<file path="config.mk">
export PLATFORM = sky130hd
export DESIGN_NAME = pulse_beat_rate_detector
export DESIGN_NICKNAME = d
export VERILOG_FILES = /design/src/prbd_pkg.sv /design/src/prbd_cfg.sv /design/src/prbd_dp.sv /design/src/prbd_ctrl.sv /design/src/pulse_beat_rate_detector.sv
export SDC_FILE = /design/constraint.sdc
export NUM_CORES = 2
export LEC_CHECK = 0
export BUFFER_PORTS_ARGS = -buffer_cell sky130_fd_sc_hd__buf_2
export CAP_MARGIN = 20
export CORE_ASPECT_RATIO = 0.8
export CORE_MARGIN = 4
export CORE_UTILIZATION = 26
export CTS_CLUSTER_DIAMETER = 80
export CTS_CLUSTER_SIZE = 12
export DETAILED_ROUTE_END_ITERATION = 10
export GPL_TIMING_DRIVEN = 0
export PLACE_DENSITY = 0.44
export SKIP_CTS_REPAIR_TIMING = 1
export SYNTH_ARGS = -nofsm -noshare
export SYNTH_HDL_FRONTEND = slang
export SYNTH_HIERARCHICAL = 1
export SYNTH_SLANG_ARGS = --single-unit
</file>
<file path="constraint.sdc">
create_clock -name aclk -period 10.3 [get_ports aclk]
set_input_delay 0 -clock aclk [delete_from_list [all_inputs] [get_ports aclk]]
set_output_delay 0 -clock aclk [all_outputs]
set_load 0.02 [all_outputs]
</file>
<file path="src/prbd_pkg.sv">
// Shared types and constants of the pulse beat and rate detector.
// Used by the register bank, controller, datapath and top level; no dependencies.
package prbd_pkg;

    localparam int SAMPLE_BITS = 18;
    localparam int BASE_BITS   = SAMPLE_BITS + 8;
    localparam int TIME_BITS   = 32;
    localparam int RATE_BITS   = 16;
    localparam int IVAL_BITS   = 16;
    localparam int WGT_BITS    = 16;

    localparam int S_TDATA_BITS = 56;
    localparam int M_TDATA_BITS = 24;

    localparam int CFG_ADDR_BITS = 5;
    localparam int CFG_DATA_BITS = 32;

    localparam logic [2:0] REG_PRESENCE_THR = 3'd0;
    localparam logic [2:0] REG_BEAT_DEPTH   = 3'd1;
    localparam logic [2:0] REG_MIN_IVAL     = 3'd2;
    localparam logic [2:0] REG_MAX_IVAL     = 3'd3;
    localparam logic [2:0] REG_BASE_WEIGHT  = 3'd4;

    localparam logic [SAMPLE_BITS-1:0] PRESENCE_THR_RST = SAMPLE_BITS'(50000);
    localparam logic [SAMPLE_BITS-1:0] BEAT_DEPTH_RST   = SAMPLE_BITS'(150);
    localparam logic [IVAL_BITS-1:0]   MIN_IVAL_RST     = 16'd300;
    localparam logic [IVAL_BITS-1:0]   MAX_IVAL_RST     = 16'd2000;
    localparam logic [WGT_BITS-1:0]    BASE_WEIGHT_RST  = 16'd62259;

    // 60000 BPM-ms in Q8.8, dividend of the interval division.
    localparam int DIV_BITS = 24;
    localparam logic [DIV_BITS-1:0] RATE_NUM = 24'd15360000;
    localparam int DIV_STEPS    = DIV_BITS;
    localparam int DIV_CNT_BITS = $clog2(DIV_STEPS);

    // Division by five as a multiply by ceil(2^22 / 5); exact below 2^19.
    localparam int SMOOTH_BITS  = 19;
    localparam int RECIP_BITS   = 20;
    localparam logic [RECIP_BITS-1:0] RECIP_FIVE = 20'd838861;
    localparam int RECIP_SHIFT  = 22;

    typedef struct packed {
        logic [SAMPLE_BITS-1:0] presence_thr;
        logic [SAMPLE_BITS-1:0] beat_depth;
        logic [IVAL_BITS-1:0]   min_ival;
        logic [IVAL_BITS-1:0]   max_ival;
        logic [WGT_BITS-1:0]    base_weight;
    } cfg_t;

    typedef struct packed {
        logic load;
        logic mul;
        logic eval;
        logic beat;
        logic dinit;
        logic dstep;
        logic sadd;
        logic smul;
        logic sfin;
        logic out_load;
    } dp_cmd_t;

    typedef struct packed {
        logic present;
        logic go_div;
    } dp_stat_t;

endpackage

</file>
<file path="src/prbd_cfg.sv">
// Configuration register bank behind the APB-style port.
// Depends on prbd_pkg for register indexes, reset values and cfg_t.
module prbd_cfg (
    input  logic                               aclk,
    input  logic                               aresetn,
    input  logic                               psel,
    input  logic                               penable,
    input  logic                               pwrite,
    input  logic [prbd_pkg::CFG_ADDR_BITS-1:0] paddr,
    input  logic [prbd_pkg::CFG_DATA_BITS-1:0] pwdata,
    output logic [prbd_pkg::CFG_DATA_BITS-1:0] prdata,
    output logic                               pready,
    output prbd_pkg::cfg_t                     cfg
);
    import prbd_pkg::*;

    cfg_t       cfg_reg;
    logic       wr_en;
    logic [2:0] reg_idx;

    assign pready  = 1'b1;
    assign wr_en   = psel & penable & pwrite & pready;
    assign reg_idx = paddr[4:2];
    assign cfg     = cfg_reg;

    always_ff @(posedge aclk) begin
        if (!aresetn) begin
            cfg_reg.presence_thr <= PRESENCE_THR_RST;
            cfg_reg.beat_depth   <= BEAT_DEPTH_RST;
            cfg_reg.min_ival     <= MIN_IVAL_RST;
            cfg_reg.max_ival     <= MAX_IVAL_RST;
            cfg_reg.base_weight  <= BASE_WEIGHT_RST;
        end else if (wr_en) begin
            unique case (reg_idx)
                REG_PRESENCE_THR: cfg_reg.presence_thr <= pwdata[SAMPLE_BITS-1:0];
                REG_BEAT_DEPTH:   cfg_reg.beat_depth   <= pwdata[SAMPLE_BITS-1:0];
                REG_MIN_IVAL:     cfg_reg.min_ival     <= pwdata[IVAL_BITS-1:0];
                REG_MAX_IVAL:     cfg_reg.max_ival     <= pwdata[IVAL_BITS-1:0];
                REG_BASE_WEIGHT:  cfg_reg.base_weight  <= pwdata[WGT_BITS-1:0];
                default: ;
            endcase
        end
    end

    always_comb begin
        unique case (reg_idx)
            REG_PRESENCE_THR: prdata = CFG_DATA_BITS'(cfg_reg.presence_thr);
            REG_BEAT_DEPTH:   prdata = CFG_DATA_BITS'(cfg_reg.beat_depth);
            REG_MIN_IVAL:     prdata = CFG_DATA_BITS'(cfg_reg.min_ival);
            REG_MAX_IVAL:     prdata = CFG_DATA_BITS'(cfg_reg.max_ival);
            REG_BASE_WEIGHT:  prdata = CFG_DATA_BITS'(cfg_reg.base_weight);
            default:          prdata = '0;
        endcase
    end

endmodule

</file>
<file path="src/prbd_dp.sv">
// Datapath: baseline tracker, beat detector, shared-step interval divider,
// rate smoother and output register. Depends on prbd_pkg.
module prbd_dp (
    input  logic                              aclk,
    input  logic                              aresetn,
    input  prbd_pkg::cfg_t                    cfg,
    input  prbd_pkg::dp_cmd_t                 cmd,
    input  logic [prbd_pkg::S_TDATA_BITS-1:0] in_data,
    output prbd_pkg::dp_stat_t                stat,
    output logic [prbd_pkg::M_TDATA_BITS-1:0] out_data
);
    import prbd_pkg::*;

    // Captured item.
    logic [SAMPLE_BITS-1:0] ir_reg;
    logic [TIME_BITS-1:0]   time_reg;

    // Block state.
    logic [BASE_BITS-1:0] baseline_reg;
    logic                 tracking_reg;
    logic                 disarmed_reg;
    logic [TIME_BITS-1:0] last_beat_reg;
    logic [RATE_BITS-1:0] rate_reg;

    // Result flags of the current item.
    logic present_reg, removed_reg, beat_reg, upd_reg, go_div_reg;

    // Working registers.
    logic signed [BASE_BITS+17:0] prod_reg;
    logic [IVAL_BITS-1:0]         dt_reg;
    logic [DIV_BITS-1:0]          num_reg;
    logic [IVAL_BITS-1:0]         rem_reg;
    logic [RATE_BITS-1:0]         cur_reg;
    logic                         first_reg;
    logic [SMOOTH_BITS-1:0]       n_reg;
    logic [SMOOTH_BITS+RECIP_BITS-1:0] prod2_reg;
    logic [M_TDATA_BITS-1:0]      out_reg;

    logic [BASE_BITS-1:0]         x;
    logic                         present;
    logic [BASE_BITS-1:0]         base0;
    logic signed [BASE_BITS:0]    diff;
    logic signed [WGT_BITS:0]     wgt;
    logic signed [BASE_BITS+17:0] mul_full;
    logic signed [BASE_BITS+17:0] rsum;
    logic [BASE_BITS+1:0]         base_new;
    logic signed [BASE_BITS+1:0]  residual;
    logic signed [BASE_BITS+1:0]  depth_sum;
    logic [TIME_BITS-1:0]         dt32;
    logic                         in_range;
    logic                         beat_now;
    logic [IVAL_BITS+1:0]         trial;
    logic [RATE_BITS-1:0]         cur_sat;

    assign x        = {ir_reg, 8'b0};
    assign present  = ir_reg > cfg.presence_thr;
    assign base0    = tracking_reg ? baseline_reg : x;
    assign diff     = $signed({1'b0, base0}) - $signed({1'b0, x});
    assign wgt      = $signed({1'b0, cfg.base_weight});
    assign mul_full = diff * wgt;

    // New baseline = x + round((base0 - x) * w / 2^16), floor after the half add.
    assign rsum     = prod_reg + (BASE_BITS+18)'(32768);
    assign base_new = {2'b0, x} + rsum[BASE_BITS+17:16];

    assign residual  = $signed({2'b0, x}) - $signed({2'b0, baseline_reg});
    assign depth_sum = residual + $signed({2'b0, cfg.beat_depth, 8'b0});
    assign beat_now  = depth_sum[BASE_BITS+1] & ~disarmed_reg;
    assign dt32      = time_reg - last_beat_reg;
    assign in_range  = (dt32 > {16'b0, cfg.min_ival}) && (dt32 < {16'b0, cfg.max_ival});

    assign trial   = {1'b0, rem_reg, num_reg[DIV_BITS-1]} - {2'b0, dt_reg};
    assign cur_sat = (|num_reg[DIV_BITS-1:RATE_BITS]) ? '1 : num_reg[RATE_BITS-1:0];

    always_ff @(posedge aclk) begin
        if (!aresetn) begin
            baseline_reg  <= '0;
            tracking_reg  <= 1'b0;
            disarmed_reg  <= 1'b0;
            last_beat_reg <= '0;
            rate_reg      <= '0;
            present_reg   <= 1'b0;
            removed_reg   <= 1'b0;
            beat_reg      <= 1'b0;
            upd_reg       <= 1'b0;
            go_div_reg    <= 1'b0;
        end else begin
            if (cmd.mul) begin
                present_reg <= present;
                removed_reg <= 1'b0;
                beat_reg    <= 1'b0;
                upd_reg     <= 1'b0;
                go_div_reg  <= 1'b0;
                if (!present && tracking_reg) begin
                    removed_reg  <= 1'b1;
                    tracking_reg <= 1'b0;
                    baseline_reg <= '0;
                    rate_reg     <= '0;
                end
            end
            if (cmd.eval && present_reg) begin
                baseline_reg <= base_new[BASE_BITS-1:0];
                tracking_reg <= 1'b1;
            end
            if (cmd.beat) begin
                if (beat_now) begin
                    beat_reg      <= 1'b1;
                    disarmed_reg  <= 1'b1;
                    last_beat_reg <= time_reg;
                    go_div_reg    <= in_range;
                end else if (!residual[BASE_BITS+1] && residual != '0) begin
                    disarmed_reg <= 1'b0;
                end
            end
            if (cmd.sfin) begin
                rate_reg <= first_reg ? cur_reg
                                      : prod2_reg[RECIP_SHIFT+RATE_BITS-1:RECIP_SHIFT];
                upd_reg  <= 1'b1;
            end
        end
    end

    // Payload and working registers.
    always_ff @(posedge aclk) begin
        if (cmd.load) begin
            ir_reg   <= in_data[SAMPLE_BITS-1:0];
            time_reg <= in_data[SAMPLE_BITS+TIME_BITS-1:SAMPLE_BITS];
        end
        if (cmd.mul) begin
            prod_reg <= mul_full;
        end
        if (cmd.beat) begin
            dt_reg <= dt32[IVAL_BITS-1:0];
        end
        if (cmd.dinit) begin
            num_reg <= RATE_NUM + DIV_BITS'(dt_reg[IVAL_BITS-1:1]);
            rem_reg <= '0;
        end
        if (cmd.dstep) begin
            if (!trial[IVAL_BITS+1]) begin
                rem_reg <= trial[IVAL_BITS-1:0];
                num_reg <= {num_reg[DIV_BITS-2:0], 1'b1};
            end else begin
                rem_reg <= {rem_reg[IVAL_BITS-2:0], num_reg[DIV_BITS-1]};
                num_reg <= {num_reg[DIV_BITS-2:0], 1'b0};
            end
        end
        if (cmd.sadd) begin
            cur_reg   <= cur_sat;
            first_reg <= (rate_reg == '0);
            n_reg     <= {1'b0, rate_reg, 2'b0} + SMOOTH_BITS'(cur_sat) + SMOOTH_BITS'(2);
        end
        if (cmd.smul) begin
            prod2_reg <= (SMOOTH_BITS+RECIP_BITS)'(n_reg) * (SMOOTH_BITS+RECIP_BITS)'(RECIP_FIVE);
        end
        if (cmd.out_load) begin
            out_reg <= {4'b0, rate_reg, upd_reg, beat_reg, removed_reg, present_reg};
        end
    end

    assign stat.present = present_reg;
    assign stat.go_div  = go_div_reg;
    assign out_data     = out_reg;

    a_upd_needs_beat: assert property (@(posedge aclk) disable iff (!aresetn)
        upd_reg |-> beat_reg)
        else $error("rate update flagged without a beat");
    a_removed_not_present: assert property (@(posedge aclk) disable iff (!aresetn)
        removed_reg |-> (!present_reg && !tracking_reg))
        else $error("removal flagged while a finger is present or tracked");

endmodule

</file>
<file path="src/prbd_ctrl.sv">
// Sequencing state machine: steps the datapath through one item and runs
// the stream handshakes. Depends on prbd_pkg for command and status types.
module prbd_ctrl (
    input  logic                aclk,
    input  logic                aresetn,
    input  logic                s_tvalid,
    output logic                s_tready,
    output logic                m_tvalid,
    input  logic                m_tready,
    input  prbd_pkg::dp_stat_t  stat,
    output prbd_pkg::dp_cmd_t   cmd
);
    import prbd_pkg::*;

    typedef enum logic [3:0] {
        S_IDLE, S_MUL, S_EVAL, S_BEAT, S_DINIT, S_DIV, S_SADD, S_SMUL, S_SFIN, S_DONE
    } state_t;

    state_t                  state_reg, state_next;
    logic [DIV_CNT_BITS-1:0] cnt_reg, cnt_next;
    logic                    m_tvalid_reg, m_tvalid_next;
    logic                    slot_free;

    assign slot_free = !m_tvalid_reg || m_tready;
    assign s_tready  = (state_reg == S_IDLE);
    assign m_tvalid  = m_tvalid_reg;

    always_comb begin
        state_next    = state_reg;
        cnt_next      = cnt_reg;
        m_tvalid_next = m_tvalid_reg && !m_tready;
        cmd           = '0;
        unique case (state_reg)
            S_IDLE: begin
                if (s_tvalid) begin
                    cmd.load   = 1'b1;
                    state_next = S_MUL;
                end
            end
            S_MUL: begin
                cmd.mul    = 1'b1;
                state_next = S_EVAL;
            end
            S_EVAL: begin
                cmd.eval   = 1'b1;
                state_next = stat.present ? S_BEAT : S_DONE;
            end
            S_BEAT: begin
                cmd.beat   = 1'b1;
                state_next = S_DINIT;
            end
            S_DINIT: begin
                cmd.dinit  = 1'b1;
                cnt_next   = '0;
                state_next = stat.go_div ? S_DIV : S_DONE;
            end
            S_DIV: begin
                cmd.dstep = 1'b1;
                cnt_next  = cnt_reg + 1'b1;
                if (cnt_reg == DIV_CNT_BITS'(DIV_STEPS - 1)) begin
                    state_next = S_SADD;
                end
            end
            S_SADD: begin
                cmd.sadd   = 1'b1;
                state_next = S_SMUL;
            end
            S_SMUL: begin
                cmd.smul   = 1'b1;
                state_next = S_SFIN;
            end
            S_SFIN: begin
                cmd.sfin   = 1'b1;
                state_next = S_DONE;
            end
            S_DONE: begin
                if (slot_free) begin
                    cmd.out_load  = 1'b1;
                    m_tvalid_next = 1'b1;
                    state_next    = S_IDLE;
                end
            end
            default: state_next = S_IDLE;
        endcase
    end

    always_ff @(posedge aclk) begin
        if (!aresetn) begin
            state_reg    <= S_IDLE;
            cnt_reg      <= '0;
            m_tvalid_reg <= 1'b0;
        end else begin
            state_reg    <= state_next;
            cnt_reg      <= cnt_next;
            m_tvalid_reg <= m_tvalid_next;
        end
    end

    a_one_item: assert property (@(posedge aclk) disable iff (!aresetn)
        (s_tvalid && s_tready) |=> !s_tready)
        else $error("second item taken while one is in work");
    a_no_overwrite: assert property (@(posedge aclk) disable iff (!aresetn)
        cmd.out_load |-> (!m_tvalid_reg || m_tready))
        else $error("result register loaded over an untaken result");
    a_div_count: assert property (@(posedge aclk) disable iff (!aresetn)
        (state_reg == S_DIV) |-> (cnt_reg < DIV_CNT_BITS'(DIV_STEPS)))
        else $error("divider step count out of range");

endmodule

</file>
<file path="src/pulse_beat_rate_detector.sv">
// Top level of the pulse beat and rate detector.
// Instantiates prbd_cfg, prbd_ctrl and prbd_dp; depends on prbd_pkg.
//
// Usage:
// Each input item carries one infrared sample and its millisecond timestamp
// on the s_ channel; each item gives exactly one result item on the m_
// channel with presence, removal, beat and rate-update flags and the
// smoothed rate in Q8.8 beats per minute. Thresholds, interval limits and
// the baseline weight are set through the APB-style port at byte addresses
// 0, 4, 8, 12 and 16, and should only be written while the block is idle.
// The block works on one item at a time. An absent-finger item passes through
// the multiply and evaluate steps, a present item without an accepted beat
// interval also through the beat and divider set-up steps, and an item that
// updates the rate also through the 24 one-bit steps of the interval divider
// and the smoothing steps. The next item can be accepted once the result is
// placed in the output register. If the receiver stalls, the result waits in
// the output register and the next item is still accepted and processed; the
// controller then waits in its done state until the output register is free.
// Reset (aresetn low, synchronous) clears the baseline, the tracking and
// arming state, the last beat time and the rate, empties the output and
// returns the registers to their default values.
module pulse_beat_rate_detector (
    input  logic                               aclk,
    input  logic                               aresetn,
    // s_tdata: ir_sample [17:0], time_ms [49:18], zero fill [55:50]
    input  logic [prbd_pkg::S_TDATA_BITS-1:0]  s_tdata,
    input  logic                               s_tvalid,
    output logic                               s_tready,
    // m_tdata: finger_present [0], finger_removed [1], beat_detected [2],
    // rate_updated [3], rate_bpm [19:4], zero fill [23:20]
    output logic [prbd_pkg::M_TDATA_BITS-1:0]  m_tdata,
    output logic                               m_tvalid,
    input  logic                               m_tready,
    input  logic                               psel,
    input  logic                               penable,
    input  logic                               pwrite,
    input  logic [prbd_pkg::CFG_ADDR_BITS-1:0] paddr,
    input  logic [prbd_pkg::CFG_DATA_BITS-1:0] pwdata,
    output logic [prbd_pkg::CFG_DATA_BITS-1:0] prdata,
    output logic                               pready
);
    import prbd_pkg::*;

    cfg_t     cfg;
    dp_cmd_t  cmd;
    dp_stat_t stat;

    // Register bank.
    prbd_cfg u_cfg (
        .aclk    (aclk),
        .aresetn (aresetn),
        .psel    (psel),
        .penable (penable),
        .pwrite  (pwrite),
        .paddr   (paddr),
        .pwdata  (pwdata),
        .prdata  (prdata),
        .pready  (pready),
        .cfg     (cfg)
    );

    // The controller owns both handshakes and the step sequence.
    prbd_ctrl u_ctrl (
        .aclk     (aclk),
        .aresetn  (aresetn),
        .s_tvalid (s_tvalid),
        .s_tready (s_tready),
        .m_tvalid (m_tvalid),
        .m_tready (m_tready),
        .stat     (stat),
        .cmd      (cmd)
    );

    // The datapath holds the block state and the result register.
    prbd_dp u_dp (
        .aclk     (aclk),
        .aresetn  (aresetn),
        .cfg      (cfg),
        .cmd      (cmd),
        .in_data  (s_tdata),
        .stat     (stat),
        .out_data (m_tdata)
    );

endmodule

</file>
Word level (Yosys, flattened, before mapping)
Cells that the tools add are included.
- $add $sub $neg: 11
- multipliers: 2
- $lt $le $gt $ge: 3
- eq/ne operators: 17
- muxes and demuxes: 51
- bitwise operators: 4
- reductions and logical operators: 32
- operator list (kind ; count):
    2-to-1 mux 16 bit ; 8
    2-to-1 mux 26 bit ; 4
    one-hot mux 18 bit (5 select lines) ; 1
    subtractor 26 x 26 -> 27 bit ; 2
    2-to-1 mux 24 bit ; 2
    adder 42 x 17 -> 42 bit, second input constant ; 1
    multiplier 27 x 17 -> 42 bit ; 1
    one-hot mux 4 bit (10 select lines) ; 1
    multiplier 19 x 20 -> 38 bit, second input constant ; 1
    > comparator 32 x 16 -> 1 bit ; 1
    < comparator 32 x 16 -> 1 bit ; 1
    subtractor 32 bit ; 1
    2-to-1 mux 1 bit ; 29
    adder 28 x 27 -> 28 bit ; 1
    nonzero test 28 bit ; 1
    adder 26 bit ; 1
    adder 22 x 16 -> 23 bit, first input constant ; 1
    2-to-1 mux 4 bit ; 5
    adder 18 x 16 -> 19 bit ; 1
    adder 19 x 2 -> 19 bit, second input constant ; 1
    > comparator 18 bit ; 1
    AND reduction 2 bit ; 9
    subtractor 17 x 16 -> 18 bit ; 1
    equality test 4 x 3 -> 1 bit, second input constant ; 4
    other kinds (22) ; 41
- bits in registers: 417
- bits of input ports: 100
- output and inout bits: 59
- logic and storage cells: 149

Logic depth before layout (Yosys ltp)
- word-level depth: 6
- gate-level depth with buffers: 40
- gate-level depth less buffers: 37

By module
Netlist, hierarchy kept.
- modules (own cells, without submodules) (module ; times used ; cells an instance ; area an instance (um^2) ; seq. area each (um^2)):
    prbd_dp ; 1 ; 3960 ; 37214.4 ; 7747.4
    prbd_cfg ; 1 ; 429 ; 3997.6 ; 1681.6
    prbd_ctrl ; 1 ; 82 ; 646.9 ; 200.2

Worst setup path after synthesis
OpenSTA, ideal clock, no wires.
- path type: reg-to-reg
- start: register u_dp.tracking_reg
- end: register u_dp.prod_reg[41], data pin
- setup time: 0.259 ns
- arrival time: 8.919 ns
- required time: 10.041 ns
- slack: 1.122 ns
- cell stages (with the launch flop): 36
- buffers on the path: 4
- period minus slack after synthesis: 9.178 ns
- cell sequence: dfxtp_1 clkbuf_1 clkbuf_1 clkbuf_1 nand2_1 o21ai_0 ha_1 nor2b_1 o21ai_0 a21boi_0 o21ai_0 a21boi_0 o21ai_0 a21boi_0 o31ai_1 a21boi_0 clkbuf_1 nand2_1 fa_1 inv_1 fa_1 fa_1 fa_1 fa_1 inv_1 fa_1 inv_1 ha_1 nand2_1 a2111oi_1 o21ai_0 a31oi_1 a221oi_2 o221ai_1 a21oi_1 xnor2_1
- word-level cells in the longest chain between the ends: 3
- RTL lines (what ; line ; source):
    from (decl) ; prbd_dp.sv:20 ; logic tracking_reg;
    from (signal assigned) ; prbd_dp.sv:78 ; tracking_reg <= 1'b0;
    from (signal assigned) ; prbd_dp.sv:96 ; tracking_reg <= 1'b0;
    from (signal assigned) ; prbd_dp.sv:103 ; tracking_reg <= 1'b1;
    2-to-1 mux 26 bit ; prbd_dp.sv:57 ; assign base0 = tracking_reg ? baseline_reg : x;
    subtractor 26 x 26 -> 27 bit ; prbd_dp.sv:58 ; assign diff = $signed({1'b0, base0}) - $signed({1'b0, x});
    multiplier 27 x 17 -> 42 bit ; prbd_dp.sv:60 ; assign mul_full = diff * wgt;
    via u_dp.mul_full[41] ; prbd_dp.sv:44 ; logic signed [BASE_BITS+17:0] mul_full;
    to (signal assigned) ; prbd_dp.sv:130 ; prod_reg <= mul_full;
    to (decl) ; prbd_dp.sv:29 ; logic signed [BASE_BITS+17:0] prod_reg;
The timed path passes the listed nets, and every way through them passes these cells.
A chain may end at the register's enable or synchronous reset.

Worst setup path in the final report
Same ends and word-level chain as after synthesis.

==> impl_metrics.toml <==
[worst_hold_path]
hold_path_depth = 4
hold_class = "input pin to register"

[detailed_routing]
vias = 31000
post_drt_wl_per_cell_um = 19.3
drc = 0
drt_iter0_drc = 1916
final_antenna_net_count = 0
wl_mm = 133
routed_via_density = 4.49
dr.pass1.iters = 7

[layout]
synthToLayoutAreaGrowth_pct = 13.4
largest_reg_flops = 84
layout_commonest_cell = "inv_1"
final_nets = 5755
final_cell_mix = "inv_1 (869), fa_1 (503), nand2_1 (483)"
drive_gt1_share_pct = 6.99

[setup_path]
cp.arrival_ps = 10080
r2r_slack_ps = 530
cp_slowest_cell = "fa_1"
cpMostUsedCell = "fa_1"
critical_path.max_stage_delay_ps = 560
cp_num_cells = 34
crit_type = "register to register"
cp_top_family = "adder cells"
crit_required_ps = 10610
crit_path_max_fanout = 10
rr_worst_depth = 34
crit_buf_inv = 9
critPathCaptureType = "register"
startpoint_type = "register"

[global_route]
grt_max_degree = 51
grt_pass1_wl_mm = 201
grt_overflow_total = 0
antenna_found_initial = 9
first_global_vias = 31400
gr-usage-all-layers_pct = 15.8

[cts]
htreeDepth = 2
clock-sinks = 379
cts.root.buffer_cell = "clkbuf_16"
clk_pin_slew_ps = 70
cts_tree = "yes"
cts_buffer_depth = 3
cts_made_buffers = 38
clk_latency_ps = 590

[synth]
syn_inst = 4471
ys_seq_area_share_pct = 23.0
synth_edf_count = 204
synthDistinctLibCells = 93
synth-seq-cells = 379
synth_ff_type = "edfxtp_1"
ys_async_sr_fraction_pct = 0
syn_area_mm2 = 0.0419
syn_area_per_cell_um2 = 9.36
yosysWarnings = 6

[timing]
fin_skew_ps = 30.1
finalCritPeriodShare_pct = 94.8
max-slew-margin-rel_pct = 22.9
max_freq_mhz = 102
period_needed_ps = 9770
hold_viol_final = 0
setup_viol = 0
tightest_slew_ps = 1150
setup_ws_ps = 532
final-max-slew-violation-count = 0

[place]
dp_hpwl_mm = 110
gp_congestion = 0.850
pre_cts_slack_ps = -2130
portBuffers = 116

[status]
status = "finished clean"

[floorplan]
start_util_pct = 26.2
fp.dieW_um = 457
core-area_mm2 = 0.160
die_h_um = 367
ios = 159
rows = 131
dieArea_mm2 = 0.168

[run]
maxCapViolations = 0
## synth_stat cells, drive strengths merged (25+ instances only)
master  instances  area, um^2
edfxtp        204        6130
inv           869        3260
clkbuf        137         515
o21ai         138         702
and3           84         526
ha            418        5230
fa            503       10100
a21boi         35         263
a21oi         113         569
nor2b         106         663
nand3          84         433
and2          152         953
a21o           38         285
xnor2         113         990
mux2i         124        1240
nor3           51         255
o21a           29         218
o211ai         25         188
nor2          145         566
dfxtp         175        3500
a22oi          35         263
nand2b         44         275
nand2         483        1810
mux2           32         360
buf            50         320
xor2           45         394
## worst register-to-register path: cells and delay by family (launching register included)
family,cells,cell delay (ps)
buffers and inverters,9,1570
AO/OA/AOI/OAI,12,2830
flip-flops,1,460
XOR/XNOR,1,90
adder cells (fa/ha/maj),8,3670
AND/OR/NAND/NOR,4,900
## metrics by stage
stage               hold WS, ps  instances  setup TNS, ps  cell area [um^2]  utilization, %
floorplan                  98.9       4487              0             41900               -
global placement            177       6731         -30910             45200            28.3
detailed placement          178       6742         -24290             45300            28.4
CTS                        -464       6810         -25260             46400            29.1
global route               52.5       6890          -2.76             47500            29.7
finish                     59.6       6894              0             47500            29.7
## path summary, 6_finish.rpt
check	from	to
max	u_dp/tracking_reg	u_dp/prod_reg[41]
min	pwrite	u_cfg/cfg[12]
max reg2reg	u_dp/tracking_reg	u_dp/prod_reg[41]
min reg2reg	u_dp/removed_reg	u_dp/out_data[1]
## metal layers
layer / wire length [um] / vias to the layer above / global-route usage (%)
li1: - / 14900 / -
met1: 65700 / 15300 / 23.2
met3: 7190 / 129 / 2.93
met5: 0 / - / 0
met2: 56100 / 633 / 23.3
met4: 4010 / 0 / 4.67
## logic make-up (layout without fill, tap and decap cells)
| kind of cell | Yosys count | in the layout | share of synthesized area [%] |
|---|---|---|---|
| AOI/OAI and AO/OA | 541 | 541 | 8.51 |
| and+or+nand+nor | 1252 | 1252 | 14.9 |
| other | 3 | 23 | 0.0269 |
| DFF | 379 | 379 | 23.0 |
| adders and majority gates | 926 | 926 | 36.7 |
| xor gates and xnor gates | 158 | 158 | 3.31 |
| buffers and inverters | 1056 | 1331 | 9.79 |
| muxes | 156 | 156 | 3.83 |
## layout make-up
cell class | instances | area (um^2)
Clock buffer | 65 | 1050
Buffer | 186 | 885
Clock inverter | 3 | 36.3
Inverter | 869 | 3260
Sequential cell | 379 | 9630
Tap cell | 2128 | 2660
Antenna cell | 4 | 10.0
Timing Repair Buffer | 208 | 1520
Multi-Input combinational cell | 3052 | 28400
Fill cell | 17100 | 112000
Power is left out: the tool's default activity adds up to more than one toggle a clock period on the data nets, which glitch-free logic cannot reach.
